<file path="config.mk">
export PLATFORM = sky130hd
export DESIGN_NAME = gps_body_frame_velocity_core
export DESIGN_NICKNAME = d
export VERILOG_FILES = /design/src/rtl/gbfv_pkg.sv /design/src/rtl/gps_body_frame_velocity_core.sv
export SDC_FILE = /design/constraint.sdc
export NUM_CORES = 2
export LEC_CHECK = 0
export ABC_AREA = 1
export BUFFER_PORTS_ARGS = -buffer_cell sky130_fd_sc_hd__clkbuf_2
export CAP_MARGIN = 15
export CORE_MARGIN = 4
export CORE_UTILIZATION = 55
export DETAILED_ROUTE_END_ITERATION = 7
export PLACE_DENSITY = 0.75
export SLEW_MARGIN = 20
export SYNTH_ARGS = -nofsm -noshare
export SYNTH_HDL_FRONTEND = slang
export SYNTH_SLANG_ARGS = --single-unit
export TNS_END_PERCENT = 5
</file>
<file path="constraint.sdc">
create_clock -name clock -period 14.8 [get_ports clock]
set_input_delay 2.96 -clock clock [delete_from_list [all_inputs] [get_ports clock]]
set_output_delay 2.96 -clock clock [all_outputs]
set_load 0.005 [all_outputs]
</file>
<file path="src/rtl/gbfv_pkg.sv">
// ----------------------------------------------------------------------------
// gbfv_pkg
// shared constants and the cordic arctangent table for the velocity core
// ----------------------------------------------------------------------------
package gbfv_pkg;

   localparam int unsigned USEC_PER_SEC = 1000000;
   localparam int unsigned DIV_BITS     = 52;          // width of mag * 1e6 + dt/2
   localparam int unsigned CORDIC_STEPS = 15;
   localparam logic signed [33:0] CORDIC_GAIN_Q30 = 34'sd652032875;
   localparam logic signed [33:0] Q15_HALF = 34'sd16384;

   // fsm codes
   localparam logic [2:0] ST_IDLE = 3'd0;
   localparam logic [2:0] ST_PREP = 3'd1;
   localparam logic [2:0] ST_DIV  = 3'd2;
   localparam logic [2:0] ST_CLMP = 3'd3;
   localparam logic [2:0] ST_ROT  = 3'd4;
   localparam logic [2:0] ST_RND  = 3'd5;

   // arctangent of 2^-i in binary angle units
   function automatic logic [13:0] atan_bam(input logic [3:0] idx);
      logic [13:0] r;
      begin
         case (idx)
            4'd0:    r = 14'd8192;
            4'd1:    r = 14'd4836;
            4'd2:    r = 14'd2555;
            4'd3:    r = 14'd1297;
            4'd4:    r = 14'd651;
            4'd5:    r = 14'd326;
            4'd6:    r = 14'd163;
            4'd7:    r = 14'd81;
            4'd8:    r = 14'd41;
            4'd9:    r = 14'd20;
            4'd10:   r = 14'd10;
            4'd11:   r = 14'd5;
            4'd12:   r = 14'd3;
            4'd13:   r = 14'd1;
            4'd14:   r = 14'd1;
            default: r = 14'd0;
         endcase
         return r;
      end
   endfunction

endpackage

</file>
<file path="src/rtl/gps_body_frame_velocity_core.sv">
// ----------------------------------------------------------------------------
// gps_body_frame_velocity_core
// finite-difference gps velocity rotated into the body frame
// ----------------------------------------------------------------------------
// usage:
//   req_* carries one position/yaw/time beat, rsp_* one body velocity beat.
//   csr_* carries initial_time; until the first req beat it sets the
//   previous timestamp, after it has no effect. csr_ready is always high.
//   a req beat is taken only when the core is idle. it then runs a setup
//   step, restoring division (one quotient bit per cycle, x and y side by
//   side, the 15-step cordic overlapping), a clamp step, the products
//   through one shared 32x16 multiplier and a rounding step. a beat is not
//   taken while the previous one is still being worked on.
//   the result sits in an output register; the next req beat is taken as
//   soon as that register is loaded, even if rsp_tready is low. a new result
//   waits in the rounding stage until the output register frees up.
//   reset clears the previous position to zero, the previous time to zero
//   and drops rsp_tvalid.
// ----------------------------------------------------------------------------
module gps_body_frame_velocity_core (
   input  logic         clock,
   input  logic         reset,
   input  logic         req_tvalid,
   output logic         req_tready,
   // pos_x[31:0], pos_y[63:32], yaw_angle[79:64], timestamp[111:80],
   // fallback_dt[143:112]
   input  logic [143:0] req_tdata,
   output logic         rsp_tvalid,
   input  logic         rsp_tready,
   // vel_forward[31:0], vel_lateral[63:32], dt_used[95:64]
   output logic [95:0]  rsp_tdata,
   // saturated[0]
   output logic         rsp_tuser,
   input  logic         csr_valid,
   output logic         csr_ready,
   input  logic [31:0]  csr_data
);

   localparam int unsigned DB = gbfv_pkg::DIV_BITS;

   logic [2:0] state_ff, state_in;
   logic       started_ff;
   logic signed [31:0] prev_x_ff, prev_y_ff;
   logic [31:0] prev_time_ff;

   // per-item working registers
   logic [31:0] dt_ff;
   logic        neg_x_ff, neg_y_ff;
   logic [32:0] mag_x_ff, mag_y_ff;
   logic [DB-1:0] num_x_ff, num_y_ff;   // dividend, shifts into quotient
   logic [31:0] rem_x_ff, rem_y_ff;
   logic [5:0]  div_cnt_ff;
   logic signed [33:0] cx_ff, cy_ff;
   logic signed [17:0] cz_ff;
   logic        flip_ff;
   logic [3:0]  cor_cnt_ff;
   logic signed [31:0] vx_ff, vy_ff;
   logic signed [15:0] cos_ff, sin_ff;
   logic        sat_ff;
   logic [2:0]  rot_cnt_ff;
   logic signed [47:0] prod_ff;
   logic signed [48:0] acc_f_ff, acc_l_ff;

   logic        rsp_valid_ff;
   logic [95:0] rsp_data_ff;
   logic        rsp_sat_ff;

   logic accept, load_out;
   assign req_tready = (state_ff == gbfv_pkg::ST_IDLE);
   assign accept     = req_tvalid && req_tready;
   assign csr_ready  = 1'b1;

   // input fields
   logic signed [31:0] in_px, in_py;
   logic signed [15:0] in_yaw;
   logic [31:0] in_ts, in_fb;
   assign in_px  = req_tdata[31:0];
   assign in_py  = req_tdata[63:32];
   assign in_yaw = req_tdata[79:64];
   assign in_ts  = req_tdata[111:80];
   assign in_fb  = req_tdata[143:112];

   // deltas and interval at accept
   logic signed [32:0] dx, dy;
   logic [31:0] dt_sel;
   logic signed [16:0] yaw_fold;
   logic        yaw_flip;
   always_comb begin
      dx = {in_px[31], in_px} - {prev_x_ff[31], prev_x_ff};
      dy = {in_py[31], in_py} - {prev_y_ff[31], prev_y_ff};
      if (in_ts > prev_time_ff) begin
         dt_sel = in_ts - prev_time_ff;
      end else begin
         dt_sel = (in_fb == 32'd0) ? 32'd1 : in_fb;
      end
      // fold yaw into [-quarter, quarter) turn
      yaw_flip = 1'b0;
      yaw_fold = {in_yaw[15], in_yaw};
      if (in_yaw > 16'sd16383) begin
         yaw_fold = yaw_fold - 17'sd32768;
         yaw_flip = 1'b1;
      end else if (in_yaw < -16'sd16384) begin
         yaw_fold = yaw_fold + 17'sd32768;
         yaw_flip = 1'b1;
      end
   end

   // one restoring division bit per cycle for each axis
   logic [32:0] rx2, ry2;
   logic        gex, gey;
   always_comb begin
      rx2 = {rem_x_ff, num_x_ff[DB-1]};
      ry2 = {rem_y_ff, num_y_ff[DB-1]};
      gex = rx2 >= {1'b0, dt_ff};
      gey = ry2 >= {1'b0, dt_ff};
   end

   // cordic micro-rotation
   logic signed [33:0] sh_x, sh_y;
   logic signed [17:0] at;
   assign sh_x = cx_ff >>> cor_cnt_ff;
   assign sh_y = cy_ff >>> cor_cnt_ff;
   assign at   = 18'(gbfv_pkg::atan_bam(cor_cnt_ff));

   // quotient clamp and q1.15 sine/cosine
   logic signed [33:0] fx, fy, tx, ty;
   logic signed [15:0] cos_q, sin_q;
   logic signed [31:0] vx_c, vy_c;
   logic sx, sy;
   always_comb begin
      fx = flip_ff ? -cx_ff : cx_ff;
      fy = flip_ff ? -cy_ff : cy_ff;
      tx = (fx + gbfv_pkg::Q15_HALF) >>> 15;
      ty = (fy + gbfv_pkg::Q15_HALF) >>> 15;
      cos_q = (tx > 34'sd32767) ? 16'sd32767 :
              (tx < -34'sd32768) ? -16'sd32768 : tx[15:0];
      sin_q = (ty > 34'sd32767) ? 16'sd32767 :
              (ty < -34'sd32768) ? -16'sd32768 : ty[15:0];
      sx = neg_x_ff ? (num_x_ff > DB'(64'd2147483648))
                    : (num_x_ff > DB'(64'd2147483647));
      sy = neg_y_ff ? (num_y_ff > DB'(64'd2147483648))
                    : (num_y_ff > DB'(64'd2147483647));
      if (sx) begin
         vx_c = neg_x_ff ? 32'sh80000000 : 32'sh7fffffff;
      end else begin
         vx_c = neg_x_ff ? -$signed(num_x_ff[31:0]) : $signed(num_x_ff[31:0]);
      end
      if (sy) begin
         vy_c = neg_y_ff ? 32'sh80000000 : 32'sh7fffffff;
      end else begin
         vy_c = neg_y_ff ? -$signed(num_y_ff[31:0]) : $signed(num_y_ff[31:0]);
      end
   end

   // shared multiplier: vx*c, vy*s, vy*c, vx*s
   logic signed [31:0] mul_a;
   logic signed [15:0] mul_b;
   always_comb begin
      case (rot_cnt_ff)
         3'd0:    begin mul_a = vx_ff; mul_b = cos_ff; end
         3'd1:    begin mul_a = vy_ff; mul_b = sin_ff; end
         3'd2:    begin mul_a = vy_ff; mul_b = cos_ff; end
         default: begin mul_a = vx_ff; mul_b = sin_ff; end
      endcase
   end

   // final rounding and saturation
   logic signed [33:0] rf, rl;
   logic signed [31:0] vf_c, vl_c;
   logic sf, sl;
   always_comb begin
      rf = 34'((acc_f_ff + 49'sd16384) >>> 15);
      rl = 34'((acc_l_ff + 49'sd16384) >>> 15);
      sf = (rf > 34'sd2147483647) || (rf < -34'sd2147483648);
      sl = (rl > 34'sd2147483647) || (rl < -34'sd2147483648);
      vf_c = sf ? (rf[33] ? 32'sh80000000 : 32'sh7fffffff) : rf[31:0];
      vl_c = sl ? (rl[33] ? 32'sh80000000 : 32'sh7fffffff) : rl[31:0];
   end

   assign load_out = (state_ff == gbfv_pkg::ST_RND) && (!rsp_valid_ff || rsp_tready);

   always_comb begin
      state_in = state_ff;
      case (state_ff)
         gbfv_pkg::ST_IDLE: if (accept) state_in = gbfv_pkg::ST_PREP;
         gbfv_pkg::ST_PREP: state_in = gbfv_pkg::ST_DIV;
         gbfv_pkg::ST_DIV:  if (div_cnt_ff == 6'(DB - 1)) state_in = gbfv_pkg::ST_CLMP;
         gbfv_pkg::ST_CLMP: state_in = gbfv_pkg::ST_ROT;
         gbfv_pkg::ST_ROT:  if (rot_cnt_ff == 3'd4) state_in = gbfv_pkg::ST_RND;
         gbfv_pkg::ST_RND:  if (load_out) state_in = gbfv_pkg::ST_IDLE;
         default:           state_in = gbfv_pkg::ST_IDLE;
      endcase
   end

   // control state
   always_ff @(posedge clock) begin
      if (reset) begin
         state_ff     <= gbfv_pkg::ST_IDLE;
         started_ff   <= 1'b0;
         prev_x_ff    <= '0;
         prev_y_ff    <= '0;
         prev_time_ff <= '0;
         rsp_valid_ff <= 1'b0;
      end else begin
         state_ff <= state_in;
         if (csr_valid && !started_ff) prev_time_ff <= csr_data;
         if (accept) begin
            started_ff   <= 1'b1;
            prev_x_ff    <= in_px;
            prev_y_ff    <= in_py;
            prev_time_ff <= in_ts;
         end
         if (load_out) begin
            rsp_valid_ff <= 1'b1;
         end else if (rsp_tready) begin
            rsp_valid_ff <= 1'b0;
         end
      end
   end

   // datapath
   always_ff @(posedge clock) begin
      case (state_ff)
         gbfv_pkg::ST_IDLE: begin
            dt_ff      <= dt_sel;
            neg_x_ff   <= dx[32];
            neg_y_ff   <= dy[32];
            mag_x_ff   <= dx[32] ? 33'(-dx) : 33'(dx);
            mag_y_ff   <= dy[32] ? 33'(-dy) : 33'(dy);
            cx_ff      <= gbfv_pkg::CORDIC_GAIN_Q30;
            cy_ff      <= '0;
            cz_ff      <= 18'(yaw_fold);
            flip_ff    <= yaw_flip;
            cor_cnt_ff <= '0;
         end
         gbfv_pkg::ST_PREP: begin
            num_x_ff   <= DB'(mag_x_ff) * DB'(gbfv_pkg::USEC_PER_SEC) + DB'(dt_ff >> 1);
            num_y_ff   <= DB'(mag_y_ff) * DB'(gbfv_pkg::USEC_PER_SEC) + DB'(dt_ff >> 1);
            rem_x_ff   <= '0;
            rem_y_ff   <= '0;
            div_cnt_ff <= '0;
         end
         gbfv_pkg::ST_DIV: begin
            rem_x_ff   <= gex ? 32'(rx2 - {1'b0, dt_ff}) : rx2[31:0];
            rem_y_ff   <= gey ? 32'(ry2 - {1'b0, dt_ff}) : ry2[31:0];
            num_x_ff   <= {num_x_ff[DB-2:0], gex};
            num_y_ff   <= {num_y_ff[DB-2:0], gey};
            div_cnt_ff <= div_cnt_ff + 6'd1;
            if (cor_cnt_ff < 4'(gbfv_pkg::CORDIC_STEPS)) begin
               if (cz_ff >= 0) begin
                  cx_ff <= cx_ff - sh_y;
                  cy_ff <= cy_ff + sh_x;
                  cz_ff <= cz_ff - at;
               end else begin
                  cx_ff <= cx_ff + sh_y;
                  cy_ff <= cy_ff - sh_x;
                  cz_ff <= cz_ff + at;
               end
               cor_cnt_ff <= cor_cnt_ff + 4'd1;
            end
         end
         gbfv_pkg::ST_CLMP: begin
            vx_ff      <= vx_c;
            vy_ff      <= vy_c;
            cos_ff     <= cos_q;
            sin_ff     <= sin_q;
            sat_ff     <= sx || sy;
            rot_cnt_ff <= '0;
            acc_f_ff   <= '0;
            acc_l_ff   <= '0;
         end
         gbfv_pkg::ST_ROT: begin
            prod_ff    <= mul_a * mul_b;
            rot_cnt_ff <= rot_cnt_ff + 3'd1;
            case (rot_cnt_ff)
               3'd1:    acc_f_ff <= acc_f_ff + 49'(prod_ff);
               3'd2:    acc_f_ff <= acc_f_ff + 49'(prod_ff);
               3'd3:    acc_l_ff <= acc_l_ff + 49'(prod_ff);
               3'd4:    acc_l_ff <= acc_l_ff - 49'(prod_ff);
               default: ;
            endcase
         end
         gbfv_pkg::ST_RND: begin
            if (load_out) begin
               rsp_data_ff <= {dt_ff, vl_c, vf_c};
               rsp_sat_ff  <= sat_ff || sf || sl;
            end
         end
         default: ;
      endcase
   end

   assign rsp_tvalid = rsp_valid_ff;
   assign rsp_tdata  = rsp_data_ff;
   assign rsp_tuser  = rsp_sat_ff;

   // an accepted beat moves the core into setup
   a_accept_prep: assert property (@(posedge clock) disable iff (reset)
      accept |=> state_ff == gbfv_pkg::ST_PREP)
      else $error("accepted beat did not start setup");

   // divider remainder always below the divisor
   a_rem_range: assert property (@(posedge clock) disable iff (reset)
      state_ff == gbfv_pkg::ST_DIV |-> (rem_x_ff < dt_ff) && (rem_y_ff < dt_ff))
      else $error("division remainder out of range");

   // interval is never zero while working
   a_dt_nonzero: assert property (@(posedge clock) disable iff (reset)
      state_ff == gbfv_pkg::ST_DIV |-> dt_ff != 32'd0)
      else $error("zero interval in divider");

   // cordic finishes before the divider does
   a_cordic_done: assert property (@(posedge clock) disable iff (reset)
      state_ff == gbfv_pkg::ST_CLMP |-> cor_cnt_ff == 4'(gbfv_pkg::CORDIC_STEPS))
      else $error("cordic not finished at clamp");

endmodule

</file>
==> reports/qor.csv <==
stage,metric,value,unit
clock_tree,cts_made_buffers,99,
synth,syn_nets,15921,
hold_path,hold_path_end,started_ff$_SDFFE_PP0P_,
die,dieWidth,440.2,um
sta,setup_tns,0,ps
place,dp_hpwl,250800,um
cells_and_area,area_delta_synth_final,7.301,%
clock_tree,h-tree-depth,3,
synth,ys_types,77,
sta,fmax,119.6,MHz
grt,grt_pass1_wl,485900,um
drt,wl,306400,um
die,ioPinCount,281,
cells_and_area,mostFrequentLayoutCells,"3441 x nand2_1, 2440 x inv_1, 1485 x nor2_1, 830 x ha_1, 812 x a21oi_1",
setup_path,r2r-start,rot_cnt_ff[0]$_SDFFCE_PN0P_,
setup_path,rr_worst_depth,30,
clock_tree,hold_buffers,0,
sta,finalSetupViolCount,0,
sta,max_slew_margin,0.2898,
clock_tree,clkLatencyLatePin,760,ps
synth,ys.flop_type,edfxtp_1,
die,start_util,0.5533,
run,drv_cap,0,
clock_tree,clk_path_buf_depth,3,
synth,synth_enable_flop_cells,708,
setup_path,cp.arrival,8850,ps
clock_tree,post_cts_buffers,0,
cells_and_area,drive_gt1_frac,0.05295,
drt,ant_nets,0,
setup_path,crit_slowest_cell,fa_1,
drt,drc_errors,0,
setup_path,critPathMaxFanout,32,
hold_path,hold_class,reg2reg,
synth,yosysSeqAreaShare,0.2294,
synth,synth_cells,14132,
clock_tree,cts_sinks,823,
setup_path,path_common_cell,inv_1,
synth,yosysWarnings,0,
grt,grt_max_degree,118,
drt,drt_iter0_drc,7759,
sta,period_needed,8359,ps
synth,syn_area,0.1027,mm2
sta,hold_viol_final,0,
cells_and_area,regArea,0.02356,mm2
grt,grt_pass1_vias,90726,
place,io_buffer_count,279,
hold_path,hold_path_depth,2,
setup_path,critPathCaptureType,register,
synth,synth-seq-cells,823,
cells_and_area,final_common_cell,nand2_1,
sta,finalCritPeriodShare,0.5648,
sta,rsz0062_at_grt,false,
synth,avgSynthCellArea,7.268,um2
clock_tree,cts_root_buffer,clkbuf_16,
hold_path,hold_path.startpoint,started_ff$_SDFFE_PP0P_,
drt,drt-pass1-iter-count,8,
setup_path,cp.required,15290,ps
clock_tree,cts_tree,built,
setup_path,critPathMaxStageDelay,870,ps
grt,grt.total_usage,0.3147,
cells_and_area,n_fill_cell,17517,
outcome,status,completed,
synth,async_reset_ff_frac,0,
sta,finClkSkew,46.63,ps
setup_path,r2r_slack,6440,ps
cells_and_area,multiInputGateArea,0.06866,mm2
clock_tree,clkTransAtPathRegs,60,ps
clock_tree,cts-resized-gates,0,
drt,drt-wirelength-per-cell,18.16,um
die,die_area,0.1937,mm2
setup_path,crit_type,reg2reg,
sta,report.final.slew_viol_count,0,
setup_path,startpoint_type,register,
drt,routed_via_density,5.514,
cells_and_area,nets,16097,
grt,overflow,0,
setup_path,r2r-end,prod_ff[47]$_DFFE_PP_,
place,routabilityCongestion,0.9875,
grt,antenna_found_initial,7,
drt,vias,93051,
die,row_count,158,
die,core,0.1856,mm2
sta,worst_pin_slew,1065,ps
die,die_h,440.2,um
## cell families (layout without fill, tap and decap cells)
group	after synthesis	count (layout)	share of synthesized area
other	1	6	0.00003651
adders and majority gates	1608	1608	0.2527
AOI/OAI and AO/OA	2203	2203	0.1189
DFF	823	823	0.2294
xor gates and xnor gates	554	554	0.04746
and+or+nand+nor	6160	6160	0.2474
buffers and inverters	2775	3034	0.1033
muxes	8	8	0.0007796
## registers in the layout (all words and copies together) (netlist names), 18 cells and up
| signal | flops |
|---|---|
| prod_ff | 48 |
| prev_y_ff | 32 |
| mag_x_ff | 33 |
| cy_ff | 34 |
| rem_y_ff | 32 |
| acc_f_ff | 49 |
| rsp_tdata | 96 |
| mag_y_ff | 33 |
| vx_ff | 32 |
| num_x_ff | 52 |
| acc_l_ff | 49 |
| vy_ff | 32 |
| num_y_ff | 52 |
| dt_ff | 32 |
| rem_x_ff | 32 |
| cz_ff | 18 |
| prev_x_ff | 32 |
| prev_time_ff | 32 |
| cx_ff | 34 |
## layout make-up
cell class,instances,share of cell area
Tap cell,2480,0.02815
Inverter,2474,0.08431
Multi-Input combinational cell,10534,0.6230
Antenna cell,5,0.0001135
Timing Repair Buffer,376,0.01930
Clock inverter,66,0.007322
Sequential cell,823,0.2138
Clock buffer,118,0.02400
## routing by layer
metal	part of all wire	GRT usage	vias to the layer above
li1	-	-	45816
met1	0.41	0.3959	43412
met5	0.00011	0	-
met2	0.47	0.5355	3132
met3	0.066	0.04529	687
met4	0.054	0.1446	4
## synth_stat cells, types with 14 or more instances
cell type / n / share of area
a211oi_1: 68 / 0.0050
a21boi_0: 20 / 0.0015
a21o_1: 40 / 0.0029
a21oi_1: 812 / 0.040
a31oi_1: 125 / 0.0076
buf_1: 21 / 0.00077
buf_2: 43 / 0.0021
buf_6: 14 / 0.0015
clkbuf_1: 216 / 0.0079
dfxtp_1: 115 / 0.022
edfxtp_1: 708 / 0.21
fa_1: 778 / 0.15
ha_1: 830 / 0.10
inv_1: 2441 / 0.089
inv_2: 21 / 0.00077
nand2_1: 3443 / 0.13
nand2_2: 40 / 0.0024
nand3_1: 666 / 0.032
nand3b_1: 28 / 0.0020
nand4_1: 147 / 0.0090
nor2_1: 1488 / 0.054
nor2_2: 43 / 0.0026
nor3_1: 153 / 0.0075
nor4_1: 59 / 0.0036
o211ai_1: 32 / 0.0023
o21a_1: 68 / 0.0050
o21ai_0: 781 / 0.038
o21ai_1: 120 / 0.0058
o21ai_2: 22 / 0.0019
o21bai_1: 46 / 0.0034
o31ai_1: 23 / 0.0017
or2_2: 23 / 0.0014
xnor2_1: 188 / 0.016
xor2_1: 363 / 0.031
## how the worst max path moves through the flow
stage / from / to / slack (ps) / depth (start not counted)
6_report: rot_cnt_ff[0]$_SDFFCE_PN0P_ / prod_ff[47]$_DFFE_PP_ / 6440 / 30
5_1_grt: rot_cnt_ff[0]$_SDFFCE_PN0P_ / prod_ff[47]$_DFFE_PP_ / 5860 / 30
4_1_cts: rot_cnt_ff[0]$_SDFFCE_PN0P_ / prod_ff[47]$_DFFE_PP_ / 6470 / 30
3_5_place_dp: rot_cnt_ff[0]$_SDFFCE_PN0P_ / prod_ff[47]$_DFFE_PP_ / 6460 / 30
3_3_place_gp: rot_cnt_ff[0]$_SDFFCE_PN0P_ / prod_ff[47]$_DFFE_PP_ / 6560 / 28
2_1_floorplan: state_ff[1]$_SDFFE_PP0P_ / div_cnt_ff[0]$_SDFFCE_PN0P_ / 1600 / 2
## critical path, delay by kind of cell, from the launching register on
kind            cells  cell delay [ps]
simple gates        7             1090
buf+inv            10             1650
flops               1              410
compound gates      4              570
xor+xnor            1              160
fa+ha+maj           8             4190
## metrics by stage
step | std cells | setup WS, ps | instance area [um2] | hold slack, ps | util
6_report | 16876 | 6441 | 110200 | 460.3 | 0.5937
5_1_grt | 16872 | 5855 | 110200 | 470.9 | 0.5937
4_1_cts | 16871 | 6474 | 110200 | 456.3 | 0.5936
3_5_place_dp | 16687 | 6459 | 106700 | 447.2 | 0.5750
3_3_place_gp | 16687 | 6562 | 106700 | 442.5 | 0.5750
2_1_floorplan | 14132 | 1600 | 102700 | 435.4 | -
Power is not shown: default switching activity piles up to over one toggle a cycle in this logic, so the estimate is an artifact.
